==> src/rtl/rbd_pkg.sv <==
`default_nettype none

package rbd_pkg;

    // Default sizing
    localparam int DEF_CAPACITY   = 16;
    localparam int DEF_DATA_WIDTH = 32;

    // Fixed field widths
    localparam int CMD_W  = 3;
    localparam int IDX_W  = 4;
    localparam int STAT_W = 2;

    // Command codes (six and seven are no-ops)
    typedef enum logic [CMD_W-1:0] {
        CMD_PUSH_BACK  = 3'd0,
        CMD_POP_BACK   = 3'd1,
        CMD_PUSH_FRONT = 3'd2,
        CMD_POP_FRONT  = 3'd3,
        CMD_READ_INDEX = 3'd4,
        CMD_CLEAR      = 3'd5
    } cmd_t;

    // Result status codes
    typedef enum logic [STAT_W-1:0] {
        STAT_OK        = 2'd0,
        STAT_OVERFLOW  = 2'd1,
        STAT_UNDERFLOW = 2'd2,
        STAT_RANGE     = 2'd3
    } status_t;

endpackage

`default_nettype wire

==> src/rtl/rbd_ram.sv <==
`default_nettype none

module rbd_ram #(
    parameter int WIDTH = 32,
    parameter int DEPTH = 16
) (
    input  wire logic                     clk,
    input  wire logic                     wr_en,
    input  wire logic [$clog2(DEPTH)-1:0] wr_addr,
    input  wire logic [WIDTH-1:0]         wr_data,
    input  wire logic                     rd_en,
    input  wire logic [$clog2(DEPTH)-1:0] rd_addr,
    output logic      [WIDTH-1:0]         rd_data
);

    logic [WIDTH-1:0] mem [DEPTH];

    // One write port, one registered read port
    always_ff @(posedge clk)
    begin
        if (wr_en)
        begin
            mem[wr_addr] <= wr_data;
        end
        if (rd_en)
        begin
            rd_data <= mem[rd_addr];
        end
    end

endmodule

`default_nettype wire

==> src/rtl/ring_buffer_deque.sv <==
// Channel  | handshake           | payload
// ---------+---------------------+-----------------------------------------------
// input    | in_valid, in_ready  | command, value, index
// output   | out_valid, out_ready| status, front_value, back_value, read_value,
//          |                     | occupancy, is_empty, is_full
//
// One command per clock when the output is drained; each result passes through
// the store read stage, then the result register.
// Pointers and count update when a command is taken; the store is read once
// per command through its single registered read port.
// rst_n clears pointers, count and both valid stages; store contents are not reset.
// A stalled output holds the result and the read stage, then in_ready drops.
`default_nettype none

module ring_buffer_deque #(
    parameter int CAPACITY   = rbd_pkg::DEF_CAPACITY,
    parameter int DATA_WIDTH = rbd_pkg::DEF_DATA_WIDTH
) (
    input  wire logic                                 clk,
    input  wire logic                                 rst_n,
    input  wire logic                                 in_valid,
    output logic                                      in_ready,
    input  wire logic [rbd_pkg::CMD_W-1:0]            command,
    input  wire logic signed [DATA_WIDTH-1:0]         value,
    input  wire logic [rbd_pkg::IDX_W-1:0]            index,
    output logic                                      out_valid,
    input  wire logic                                 out_ready,
    output logic [rbd_pkg::STAT_W-1:0]                status,
    output logic signed [DATA_WIDTH-1:0]              front_value,
    output logic signed [DATA_WIDTH-1:0]              back_value,
    output logic signed [DATA_WIDTH-1:0]              read_value,
    output logic [$clog2(CAPACITY+1)-1:0]             occupancy,
    output logic                                      is_empty,
    output logic                                      is_full
);

    import rbd_pkg::*;

    localparam int PTR_W = $clog2(CAPACITY);
    localparam int CNT_W = $clog2(CAPACITY + 1);
    localparam int SUM_W = ((PTR_W > IDX_W) ? PTR_W : IDX_W) + 1;
    localparam int CMP_W = (CNT_W > IDX_W) ? CNT_W : IDX_W;

    // What the read stage must do to finish a transaction
    typedef enum logic [2:0] {
        FX_NONE,
        FX_PUSH_BACK,
        FX_PUSH_FRONT,
        FX_POP_BACK,
        FX_POP_FRONT,
        FX_READ_HIT,
        FX_READ_MISS
    } effect_t;

    typedef struct packed {
        effect_t                 effect;
        status_t                 stat;
        logic [DATA_WIDTH-1:0]   data;
        logic                    was_empty;
        logic [CNT_W-1:0]        count;
    } stage_t;

    // Architectural pointers and count
    logic [PTR_W-1:0] head_reg, head_next;
    logic [PTR_W-1:0] tail_reg, tail_next;
    logic [CNT_W-1:0] count_reg, count_next;

    // Read stage
    logic   s1_valid_reg;
    stage_t s1_reg, s1_next;

    // End values, as of the last retired transaction
    logic [DATA_WIDTH-1:0] front_reg, front_next;
    logic [DATA_WIDTH-1:0] back_reg, back_next;

    // Result register
    logic                  out_valid_reg;
    logic [STAT_W-1:0]     status_reg;
    logic [DATA_WIDTH-1:0] front_out_reg, front_out_next;
    logic [DATA_WIDTH-1:0] back_out_reg, back_out_next;
    logic [DATA_WIDTH-1:0] read_out_reg, read_out_next;
    logic [CNT_W-1:0]      occ_reg;

    // Store ports
    logic                  wr_en;
    logic [PTR_W-1:0]      wr_addr;
    logic [PTR_W-1:0]      rd_addr;
    logic [DATA_WIDTH-1:0] rd_data;

    logic             accept;
    logic             s1_retire;
    logic             is_zero;
    logic             at_cap;
    logic [PTR_W-1:0] head_inc, head_dec, tail_inc, tail_dec;
    logic [SUM_W-1:0] idx_sum, idx_wrap;
    logic [PTR_W-1:0] idx_addr;
    logic             idx_hit;

    // Handshake
    assign s1_retire = s1_valid_reg && (!out_valid_reg || out_ready);
    assign in_ready  = !s1_valid_reg || s1_retire;
    assign accept    = in_valid && in_ready;

    assign is_zero = (count_reg == '0);
    assign at_cap  = (count_reg == CNT_W'(CAPACITY));

    // Wrapping pointer neighbors
    assign head_inc = (head_reg == PTR_W'(CAPACITY - 1)) ? '0 : head_reg + 1'b1;
    assign head_dec = (head_reg == '0) ? PTR_W'(CAPACITY - 1) : head_reg - 1'b1;
    assign tail_inc = (tail_reg == PTR_W'(CAPACITY - 1)) ? '0 : tail_reg + 1'b1;
    assign tail_dec = (tail_reg == '0) ? PTR_W'(CAPACITY - 1) : tail_reg - 1'b1;

    // Logical index to slot; sum stays below twice the capacity when in range
    assign idx_sum  = SUM_W'(head_reg) + SUM_W'(index);
    assign idx_wrap = (idx_sum >= SUM_W'(CAPACITY)) ? idx_sum - SUM_W'(CAPACITY) : idx_sum;
    assign idx_addr = idx_wrap[PTR_W-1:0];
    assign idx_hit  = (CMP_W'(index) < CMP_W'(count_reg));

    // Command decode: pointer update, store access, read stage record
    always_comb
    begin
        head_next         = head_reg;
        tail_next         = tail_reg;
        count_next        = count_reg;
        wr_en             = 1'b0;
        wr_addr           = tail_inc;
        rd_addr           = idx_addr;
        s1_next.effect    = FX_NONE;
        s1_next.stat      = STAT_OK;
        s1_next.data      = value;
        s1_next.was_empty = is_zero;

        unique case (cmd_t'(command)) inside
            CMD_PUSH_BACK, CMD_PUSH_FRONT:
            begin
                if (at_cap)
                begin
                    s1_next.stat = STAT_OVERFLOW;
                end
                else if (is_zero)
                begin
                    head_next      = '0;
                    tail_next      = '0;
                    count_next     = CNT_W'(1);
                    wr_en          = 1'b1;
                    wr_addr        = '0;
                    s1_next.effect = FX_PUSH_BACK;
                end
                else if (cmd_t'(command) == CMD_PUSH_BACK)
                begin
                    tail_next      = tail_inc;
                    count_next     = count_reg + 1'b1;
                    wr_en          = 1'b1;
                    wr_addr        = tail_inc;
                    s1_next.effect = FX_PUSH_BACK;
                end
                else
                begin
                    head_next      = head_dec;
                    count_next     = count_reg + 1'b1;
                    wr_en          = 1'b1;
                    wr_addr        = head_dec;
                    s1_next.effect = FX_PUSH_FRONT;
                end
            end
            CMD_POP_BACK, CMD_POP_FRONT:
            begin
                if (is_zero)
                begin
                    s1_next.stat = STAT_UNDERFLOW;
                end
                else if (count_reg == CNT_W'(1))
                begin
                    head_next  = '0;
                    tail_next  = '0;
                    count_next = '0;
                end
                else if (cmd_t'(command) == CMD_POP_BACK)
                begin
                    tail_next      = tail_dec;
                    count_next     = count_reg - 1'b1;
                    rd_addr        = tail_dec;
                    s1_next.effect = FX_POP_BACK;
                end
                else
                begin
                    head_next      = head_inc;
                    count_next     = count_reg - 1'b1;
                    rd_addr        = head_inc;
                    s1_next.effect = FX_POP_FRONT;
                end
            end
            CMD_READ_INDEX:
            begin
                if (idx_hit)
                begin
                    s1_next.effect = FX_READ_HIT;
                end
                else
                begin
                    s1_next.stat   = STAT_RANGE;
                    s1_next.effect = FX_READ_MISS;
                end
            end
            CMD_CLEAR:
            begin
                head_next  = '0;
                tail_next  = '0;
                count_next = '0;
            end
            default:
            begin
                head_next = head_reg;
            end
        endcase

        s1_next.count = count_next;
    end

    rbd_ram #(
        .WIDTH (DATA_WIDTH),
        .DEPTH (CAPACITY)
    ) u_store (
        .clk     (clk),
        .wr_en   (accept && wr_en),
        .wr_addr (wr_addr),
        .wr_data (value),
        .rd_en   (accept),
        .rd_addr (rd_addr),
        .rd_data (rd_data)
    );

    // Finish the transaction with the store data
    always_comb
    begin
        front_next    = front_reg;
        back_next     = back_reg;
        read_out_next = '0;

        case (s1_reg.effect)
            FX_PUSH_BACK:
            begin
                back_next = s1_reg.data;
                if (s1_reg.was_empty)
                begin
                    front_next = s1_reg.data;
                end
            end
            FX_PUSH_FRONT:
            begin
                front_next = s1_reg.data;
            end
            FX_POP_BACK:
            begin
                back_next = rd_data;
            end
            FX_POP_FRONT:
            begin
                front_next = rd_data;
            end
            FX_READ_HIT:
            begin
                read_out_next = rd_data;
            end
            FX_READ_MISS:
            begin
                read_out_next = s1_reg.was_empty ? '0 : back_reg;
            end
            default:
            begin
                read_out_next = '0;
            end
        endcase

        front_out_next = (s1_reg.count != '0) ? front_next : '0;
        back_out_next  = (s1_reg.count != '0) ? back_next : '0;
    end

    // Control state
    always_ff @(posedge clk or negedge rst_n)
    begin
        if (!rst_n)
        begin
            head_reg      <= '0;
            tail_reg      <= '0;
            count_reg     <= '0;
            s1_valid_reg  <= 1'b0;
            out_valid_reg <= 1'b0;
        end
        else
        begin
            if (accept)
            begin
                head_reg  <= head_next;
                tail_reg  <= tail_next;
                count_reg <= count_next;
            end
            if (in_ready)
            begin
                s1_valid_reg <= in_valid;
            end
            if (s1_retire)
            begin
                out_valid_reg <= 1'b1;
            end
            else if (out_ready)
            begin
                out_valid_reg <= 1'b0;
            end
        end
    end

    // Payload registers
    always_ff @(posedge clk)
    begin
        if (accept)
        begin
            s1_reg <= s1_next;
        end
        if (s1_retire)
        begin
            front_reg     <= front_next;
            back_reg      <= back_next;
            status_reg    <= s1_reg.stat;
            front_out_reg <= front_out_next;
            back_out_reg  <= back_out_next;
            read_out_reg  <= read_out_next;
            occ_reg       <= s1_reg.count;
        end
    end

    assign out_valid   = out_valid_reg;
    assign status      = status_reg;
    assign front_value = front_out_reg;
    assign back_value  = back_out_reg;
    assign read_value  = read_out_reg;
    assign occupancy   = occ_reg;
    assign is_empty    = (occ_reg == '0);
    assign is_full     = (occ_reg == CNT_W'(CAPACITY));

`ifndef SYNTHESIS
    // Count never runs past the capacity
    a_count_bound: assert property (@(posedge clk) disable iff (!rst_n)
        count_reg <= CNT_W'(CAPACITY))
        else $error("count exceeds capacity");

    // A push that fits grows the count by one
    a_push_grows: assert property (@(posedge clk) disable iff (!rst_n)
        (accept && !at_cap && (command == CMD_PUSH_BACK || command == CMD_PUSH_FRONT))
        |=> count_reg == $past(count_reg) + 1'b1)
        else $error("push did not grow count");

    // A pop on an empty queue reports underflow
    a_pop_empty: assert property (@(posedge clk) disable iff (!rst_n)
        (accept && is_zero && (command == CMD_POP_BACK || command == CMD_POP_FRONT))
        |=> s1_reg.stat == STAT_UNDERFLOW)
        else $error("empty pop without underflow");

    // A stalled read stage keeps its transaction
    a_s1_hold: assert property (@(posedge clk) disable iff (!rst_n)
        (s1_valid_reg && !s1_retire) |=> (s1_valid_reg && $stable(s1_reg)))
        else $error("read stage lost a stalled transaction");
`endif

endmodule

`default_nettype wire
==> config.mk <==
export PLATFORM = sky130hd
export DESIGN_NAME = ring_buffer_deque
export DESIGN_NICKNAME = d
export VERILOG_FILES = /design/src/rtl/rbd_pkg.sv /design/src/rtl/rbd_ram.sv /design/src/rtl/ring_buffer_deque.sv
export SDC_FILE = /design/constraint.sdc
export NUM_CORES = 1
export LEC_CHECK = 0
export ABC_AREA = 1
export BUFFER_PORTS_ARGS = -buffer_cell sky130_fd_sc_hd__clkbuf_2
export CORE_MARGIN = 4
export CORE_UTILIZATION = 40
export CTS_BUF_LIST = sky130_fd_sc_hd__clkbuf_4
export DETAILED_ROUTE_END_ITERATION = 10
export PLACE_DENSITY = 0.57
export SETUP_SLACK_MARGIN = 0.4
export SYNTH_ARGS = -nofsm -noshare
export SYNTH_HDL_FRONTEND = slang
export SYNTH_SLANG_ARGS = --single-unit
export TNS_END_PERCENT = 1
==> constraint.sdc <==
create_clock -name clk -period 15 [get_ports clk]
set_input_delay 4.5 -clock clk [delete_from_list [all_inputs] [get_ports clk]]
set_output_delay 4.5 -clock clk [all_outputs]
set_load 0.05 [all_outputs]
== Yosys cells after proc, flatten, opt, wreduce, memory -nomap -nowiden ==
Memory sizes are Yosys's and may differ from the RTL's. A register that Yosys moved wholly into a read port is not among the register bits.
Cells that the tools add are included.
Word-level totals
  bits in registers: 225
  bits in latches: 0
  RAM bits: 512
  bits in read-only memories: 0
  bits of input ports: 43
  output and inout bits: 107
  logic and storage cells: 123
  memories kept: 1
Cells by class
  add/sub/neg operators: 8
  multiply operators: 0
  div/mod/pow operators: 0
  magnitude comparators: 2
  equal/unequal tests: 22
  shift-type cells: 0
  multiplexer cells: 54
  bitwise logic cells: 0
  reduce and logical (&&, ||, !) cells: 19
Memory list
  u_store.mem: words 16, bits a word 32, rd ports 1, clocked after Yosys merged registers in 1, wr ports 1, line rbd_ram.sv:16  | logic [WIDTH-1:0] mem [DEPTH];
Operators by type and width (number)
  one-hot mux 32 bit (2 select lines): 2
  2-to-1 mux 4 bit: 25
  one-hot mux 32 bit (3 select lines): 1
  2-to-1 mux 32 bit: 2
  one-hot mux 5 bit (3 select lines): 2
  one-hot mux 4 bit (3 select lines): 2
  2-to-1 mux 5 bit: 4
  == test 3 bit (second input constant): 5
  == test 3 x 2 -> 1 bit (second input constant): 4
  2-to-1 mux 3 bit: 4
  inequality test 3 bit (second input constant): 4
  AND reduction 6 bit: 2
  subtractor 4 x 1 -> 4 bit (second input constant): 3
  == test 5 bit (second input constant): 2
  zero test 5 bit: 2
  2-to-1 mux 2 bit: 5
  adder 4 x 1 -> 4 bit (second input constant): 2
  == test 4 bit (second input constant): 2
  zero test 4 bit: 2
  2-to-1 mux 1 bit: 7
  == test 3 x 1 -> 1 bit (second input constant): 2
  adder 4 x 4 -> 5 bit: 1
  adder 5 x 1 -> 5 bit (second input constant): 1
  == test 5 x 1 -> 1 bit (second input constant): 1
  other kinds (12): 18

== Longest topological paths before layout ==
Gate-level depths: netlist of the first run.
  depth after elaboration: 8
  gate-level depth with buffers: 16
  depth with buffers taken out: 14

== Hierarchy ==
A second synthesis of the first run with hierarchy kept.
Unflattened totals
  cell total of the unflattened synthesis: 3234
  area, all modules: 33872.5 um2
By module, submodules not included
  rbd_ram: instances 1, cells an instance 2120, area an instance 23050.9 um2
  ring_buffer_deque: instances 1, cells an instance 1114, area an instance 10821.6 um2

== Worst setup path before layout of the first run ==
OpenSTA, ideal clock, no wires.
  kind: input -> register
  start point: in out_ready
  end point: reg back_reg[0], enable pin
  arrival time: 12556 ps
  data required time: 14252 ps
  setup slack: 1696 ps
  cell stages on the path: 2
  cells stage by stage: inv_1 > a21oi_1
On the way
  longest elaborated chain between the ends: 2
Ends and longest elaborated chain
  from (decl): line ring_buffer_deque.sv:27  | input wire logic out_ready,
  logical OR 1 bit: line ring_buffer_deque.sv:100  | assign s1_retire = s1_valid_reg && (!out_valid_reg || out_ready);
  logical AND 1 bit: line ring_buffer_deque.sv:100
  named net s1_retire: line ring_buffer_deque.sv:91  | logic s1_retire;
  to (signal assigned): line ring_buffer_deque.sv:323  | back_reg <= back_next;
  to (decl): line ring_buffer_deque.sv:74  | logic [DATA_WIDTH-1:0] back_reg, back_next;
The timed path passes the listed nets, and every way through them passes these cells.
A chain may end at the register's enable or synchronous reset.

== Final worst setup path of the first run ==
  start point: in out_ready
  end point: out in_ready
On the way
  longest elaborated chain between the ends: 3
Ends and longest elaborated chain
  logical OR 1 bit: line ring_buffer_deque.sv:100
  logical AND 1 bit: line ring_buffer_deque.sv:100
  logical OR 1 bit: line ring_buffer_deque.sv:101  | assign in_ready = !s1_valid_reg || s1_retire;
  to (decl): line ring_buffer_deque.sv:22  | output logic in_ready,
No other way between the ends.

==> results.py, run 1 <==
metrics = {
    "clock_tree": {
        "cts_hold_buf": 0,
        "clk_latency_ns": 1.05,
        "clock-sinks": 769,
        "cts_buffer_depth": 3,
        "clkTransAtPathRegs_ns": 0.06,
        "htreeDepth": 4,
        "ctsRootBufferMaster": "clkbuf_4",
        "cts_setup_buffers": 0,
        "cts_tree": "built",
        "numCtsBuffers": 197,
        "cts_resized": 0,
    },
    "sta": {
        "holdWs_ns": 0.414,
        "setup_violations": 0,
        "slew_headroom_pct": 23.8,
        "worst_pin_slew_ns": 1.14,
        "period_share_pct": 63.9,
        "clock.fmax_ghz": 0.104,
        "period_minus_slack_ns": 9.59,
        "fin_tns_setup_ns": 0,
        "finalHoldViolations": 0,
        "slew_viol_final": 0,
        "fin_skew_ns": 0.0643,
        "rsz0062_at_grt": "no",
    },
    "yosys": {
        "yosysSeqAreaShare_pct": 68.7,
        "async_flop_share_pct": 1.95,
        "synthTopCellsByArea": "edfxtp_1 68%, nand3_1 9.5%, nand2_1 8.3%",
        "yosys.area.top_type_share_pct": 67.6,
        "synth-compound-area-share_pct": 3.72,
        "synthSimpleGateAreaFrac_pct": 19.6,
        "synth_top_family_by_area": "simple AND/OR/NAND/NOR gates",
        "syn-instance-count": 3053,
        "syn_avg_cell_area_sq_um": 11.0,
        "synth-xor-area-share_pct": 0.288,
        "ys_ff_latch": 769,
        "synth_cell_types": 44,
        "yosys.area_share.adder_pct": 0.583,
        "synth_top_cell_by_area": "edfxtp_1",
        "synthTopCellsByCount": "754 x edfxtp_1, 739 x nand2_1, 634 x nand3_1",
        "netlist_area_sq_um": 33500,
        "synth.net_count": 3111,
        "yosys_most_used_dff": "edfxtp_1",
        "synth_mux_area_share_pct": 0,
        "synth-edff-count": 754,
        "synth_warnings": 0,
        "yosysMostFrequentCell": "edfxtp_1",
    },
    "worst_hold_path": {
        "min-delay-start": "s1_reg[38]$_DFFE_PP_",
        "hold_class": "reg2reg",
        "whs_path_depth": 0,
        "hold_path_end": "status[0]$_DFFE_PP_",
    },
    "floorplanning": {
        "initial_core_util_pct": 40.6,
        "fp-row-count": 105,
        "pin_count": 150,
        "core-area_sq_um": 82500,
        "die-width_um": 297,
        "die_area_sq_um": 88500,
        "die_h_um": 297,
    },
    "global_routing": {
        "grt_pass1_wl_um": 135000,
        "antenna_found_initial": 10,
        "first_global_vias": 22100,
        "grt_max_degree": 168,
        "grt-ovfl-total": 0,
        "grt_use_total_pct": 19.7,
    },
    "outcome": {
        "status": "completed",
    },
    "power_and_ir_drop": {
        "ir_drop_uv": 149,
        "leakage_nw": 15.6,
        "powerDensity_nw_per_um2": 201,
    },
    "critical_path": {
        "rr_endpoint": "u_store.rd_data[28]$_DFFE_PP_",
        "r2r_slack_ns": 10.68,
        "setup.worst_path.start_class": "primary input",
        "end_kind": "primary output",
        "path_max_fanout": 3,
        "crit_required_ns": 10.50,
        "path_class": "in2out",
        "cp.arrival_ns": 5.09,
        "r2r_start": "count_reg[0]$_DFFE_PN0P_",
        "ff2ff_path_depth": 14,
    },
    "final_layout": {
        "largest_reg_flops": 512,
        "design_area_sq_um": 37800,
        "drive_above_1_share_pct": 15.8,
        "area_growth_pct": 12.8,
        "final_nets": 3332,
        "final_core_util_pct": 45.8,
    },
    "flow_run": {
        "cap_violations": 0,
    },
    "routing": {
        "first_pass_iters": 7,
        "vias": 23200,
        "drtAntennaViolNets": 0,
        "drt-total-wl_um": 88500,
        "drc": 0,
        "drt_iter0_drc": 1990,
        "viasPerCell": 5.14,
        "wl_per_cell_um": 19.7,
    },
    "placement": {
        "place_area_sq_um": 35300,
        "port_buffers": 149,
        "hpwl_um": 47700,
        "gp_congestion": 0.823,
    },
}
==> cells in the final DEF (no fill, tap or decap), types with 3 or more instances in the layout <==
master	instances
edfxtp_1	754
nand2_1	737
nand3_1	634
inv_1	397
clkbuf_4	286
clkbuf_2	149
o21ai_0	51
clkinv_1	45
buf_4	43
o22ai_1	40
a31oi_1	37
a21oi_1	36
nand3b_1	36
nor2_1	34
a221oi_1	19
nor2_4	16
dfrtp_1	15
ha_1	14
clkinv_2	10
inv_2	9
a22oi_1	9
diode_2	7
xor2_1	6
xnor2_1	5
inv_6	5
nand3_4	3
nand2_8	3
o211ai_1	3
bufinv_16	3
==> area by class of cell <==
class | count | area [sq um]
Inverter | 407 | 1540
Multi-Input combinational cell | 1706 | 8290
Tap cell | 1070 | 1340
Sequential cell | 769 | 23000
Timing Repair Buffer | 193 | 1090
Fill cell | 7732 | 44700
Clock inverter | 66 | 374
Clock buffer | 286 | 2150
Antenna cell | 7 | 17.5
==> worst max path at each step <==
stage / from / to / cells after the start
after detailed placement: out_ready / in_ready / 4
after global routing: out_ready / in_ready / 4
after CTS: out_ready / in_ready / 4
after global placement: out_ready / in_ready / 4
final: out_ready / in_ready / 4
after floorplan: out_ready / back_reg[0]$_DFFE_PP_ / 2
==> where the power goes <==
| part | internal, mW | switching, mW | total [mW] |
|---|---|---|---|
| registers | 2.69 | 0.132 | 2.82 |
| logic | 0.771 | 2.20 | 2.97 |
| clock network | 0.930 | 0.859 | 1.79 |
| total | 4.39 | 3.19 | 7.58 |
==> cell families after synthesis <==
| group | Yosys count |
|---|---|
| simple gates | 1475 |
| flops | 769 |
| buf+inv | 578 |
| compound gates | 205 |
| fa+ha+maj | 15 |
| xor+xnor | 11 |
==> through the flow <==
stage	setup WS, ns	std cells	power [mW]
4_1_cts	5.41	4497	7.62
5_1_grt	5.35	4502	8.07
2_1_floorplan	1.70	3053	4.92
3_3_place_gp	5.40	4145	5.80
3_5_place_dp	5.41	4145	5.82
6_report	5.41	4504	7.58
==> per-layer routing <==
layer / track usage (%) / share of wire, % / vias up / routed length [um]
li1: - / - / 11100 / -
met1: 27.3 / 44 / 11100 / 39300
met2: 30.6 / 46 / 848 / 40600
met3: 5.23 / 7.8 / 153 / 6880
met4: 6.10 / 1.9 / 6 / 1720
met5: 0 / 0.047 / - / 42
==> critical path: stages <==
cell and delay, ns:
clkbuf_2 0.08, inv_1 0.11, nand3_1 0.13, clkbuf_2 0.26
Note: power is estimated with default switching activity, not from simulation.
==> run 2, diff against run 1 <==
--- a/config.mk
+++ b/config.mk
@@ -11,7 +11,7 @@
 export CORE_UTILIZATION = 40
 export CTS_BUF_LIST = sky130_fd_sc_hd__clkbuf_4
 export DETAILED_ROUTE_END_ITERATION = 10
-export PLACE_DENSITY = 0.57
+export PLACE_DENSITY = 0.59
 export SETUP_SLACK_MARGIN = 0.4
 export SYNTH_ARGS = -nofsm -noshare
 export SYNTH_HDL_FRONTEND = slang
==> constraint.sdc (replaced) <==
create_clock -name clk -period 7.9 [get_ports clk]
set_input_delay 2.37 -clock clk [delete_from_list [all_inputs] [get_ports clk]]
set_output_delay 2.37 -clock clk [all_outputs]
set_load 0.05 [all_outputs]
==> results.py, run 2 (synthesis results as in run 1) <==
metrics = {
    "sta": {
        "fin_tns_setup_ns": 0,
        "clock.fmax_ghz": 0.188,
        "slew_viol_final": 0,
        "period_share_pct": 67.3,
        "slew_headroom_pct": 24.2,
        "holdWs_ns": 0.417,
        "worst_pin_slew_ns": 1.13,
        "finalHoldViolations": 0,
        "fin_skew_ns": 0.0935,
        "setup_violations": 0,
        "rsz0062_at_grt": "no",
        "period_minus_slack_ns": 5.32,
    },
    "critical_path": {
        "crit_required_ns": 5.53,
        "setup.worst_path.start_class": "primary input",
        "critical_path.max_stage_delay_ns": 0.26,
        "cp.arrival_ns": 2.95,
        "path_class": "in2out",
        "path_max_fanout": 3,
        "cp_num_buf_inv": 3,
        "ff2ff_path_depth": 11,
        "crit_chain": "clkbuf_2 -> inv_1 -> nand3_1 -> clkbuf_2",
        "r2r_start": "count_reg[1]$_DFFE_PN0P_",
        "end_kind": "primary output",
        "r2r_slack_ns": 4.21,
        "cp_top_family": "buffers and inverters",
        "cp_slowest_cell": "clkbuf_2",
        "crit_top_cell": "clkbuf_2",
        "rr_endpoint": "u_store.mem[0][2]$_DFFE_PP_",
    },
    "final_layout": {
        "final_nets": 3327,
        "final_core_util_pct": 45.8,
        "largest_reg_flops": 512,
        "mostFrequentLayoutCell": "edfxtp_1",
        "area_growth_pct": 12.9,
        "final_cell_mix": "754 x edfxtp_1, 737 x nand2_1, 634 x nand3_1",
        "drive_above_1_share_pct": 15.7,
    },
    "placement": {
        "port_buffers": 149,
        "hpwl_um": 51300,
        "gp_congestion": 0.831,
    },
    "routing": {
        "vias": 23400,
        "first_pass_iters": 6,
        "drtAntennaViolNets": 0,
        "wl_per_cell_um": 20.4,
        "drc": 0,
        "drt_iter0_drc": 2105,
        "drt-total-wl_um": 91500,
        "viasPerCell": 5.21,
    },
    "outcome": {
        "status": "completed",
    },
    "worst_hold_path": {
        "min-delay-start": "s1_reg[38]$_DFFE_PP_",
        "hold_class": "reg2reg",
        "whs_path_depth": 0,
        "hold_path_end": "status[0]$_DFFE_PP_",
    },
    "global_routing": {
        "antenna_found_initial": 10,
        "grt_use_total_pct": 20.3,
        "grt_max_degree": 174,
        "grt_pass1_wl_um": 138000,
        "first_global_vias": 22500,
        "grt-ovfl-total": 0,
    },
    "clock_tree": {
        "cts_hold_buf": 0,
        "ctsRootBufferMaster": "clkbuf_4",
        "cts_resized": 0,
        "clkTransAtPathRegs_ns": 0.06,
        "cts_setup_buffers": 0,
        "clock-sinks": 769,
        "clk_latency_ns": 1.08,
        "cts_buffer_depth": 3,
        "numCtsBuffers": 193,
        "cts_tree": "built",
        "htreeDepth": 4,
    },
    "power_and_ir_drop": {
        "swShare_pct": 42.1,
        "sequentialPowerShare_pct": 37.7,
        "leakage_nw": 15.5,
        "comb_power_share_pct": 38.8,
        "powerDensity_nw_per_um2": 378,
        "power.internal_mw": 8.28,
        "ir_drop_uv": 399,
        "p_sw_mw": 6.02,
        "clockPowerShare_pct": 23.5,
    },
    "flow_run": {
        "cap_violations": 0,
    },
    "floorplanning": {
        "initial_core_util_pct": 40.6,
        "die_h_um": 297,
        "fp-row-count": 105,
        "die-width_um": 297,
        "core-area_sq_um": 82500,
        "pin_count": 150,
        "die_area_sq_um": 88500,
    },
}
==> run 2: cell types whose count changed in the layout (fill, tap and decap cells not counted), sizes merged <==
cell / before / now
clkbuf: 435 / 432
bufinv: 3 / 1
clkinv: 56 / 58
clkinvlp: 1 / 2
diode: 7 / 5
inv: 413 / 407
buf: 44 / 43
==> run 2: per-stage QoR <==
step / setup WS (ns) / area [sq um] / power (mW) / cells
global route: 2.55 / 37800 / 15.2 / 4491
CTS: 2.57 / 37800 / 14.4 / 4488
floorplan: 2.09 / 33500 / 9.31 / 3053
detailed placement: 2.16 / 35300 / 11.0 / 4144
finish: 2.58 / 37800 / 14.3 / 4493
global placement: 2.17 / 35300 / 11.0 / 4144
==> run 2: power groups by stage <==
| stage | sequential [mW] | combinational, mW | clock (mW) |
|---|---|---|---|
| 3_5_place_dp | 5.47 | 5.54 | 0 |
| 6_report | 5.40 | 5.55 | 3.36 |
| 5_1_grt | 5.43 | 6.10 | 3.67 |
| 2_1_floorplan | 5.72 | 3.59 | 0 |
| 4_1_cts | 5.39 | 5.55 | 3.45 |
| 3_3_place_gp | 5.47 | 5.50 | 0 |
==> run 2: worst max path at each step <==
stage / start / end / slack, ns / cells past startpoint
finish: out_ready / in_ready / 2.58 / 4
global route: out_ready / in_ready / 2.55 / 4
CTS: out_ready / in_ready / 2.57 / 4
detailed placement: command[0] / u_store.mem[13][19]$_DFFE_PP_ / 2.16 / 9
global placement: command[0] / u_store.mem[8][14]$_DFFE_PP_ / 2.17 / 10
floorplan: out_ready / s1_reg[0]$_DFFE_PP_ / 2.09 / 5
==> run 2: cell type report <==
class                      count  area, sq um
clock inverter                61          364
timing repair buffer         192         1130
fill                        7645        44700
inverter                     407         1540
sequential                   769        23000
clock buffer                 283         2120
multi-input combinational   1706         8290
antenna                        5         12.5
tap                         1070         1340
==> run 2: worst reg2reg max path, delay by kind of cell (launching register included) <==
kind,cells,cell delay [ns]
AOI/OAI and AO/OA,1,0.22
adders and majority gates,1,0.32
buffers and inverters,4,0.75
DFF,1,0.41
and+or+nand+nor,5,1.67
==> run 2: layer usage <==
| metal | routed length [um] | up-vias | GRT usage, % |
|---|---|---|---|
| met5 | 13 | - | 0 |
| met4 | 2280 | 2 | 7.82 |
| met3 | 7670 | 166 | 4.95 |
| met2 | 41700 | 1013 | 31.1 |
| met1 | 39900 | 11200 | 28.1 |
| li1 | - | 11100 | - |
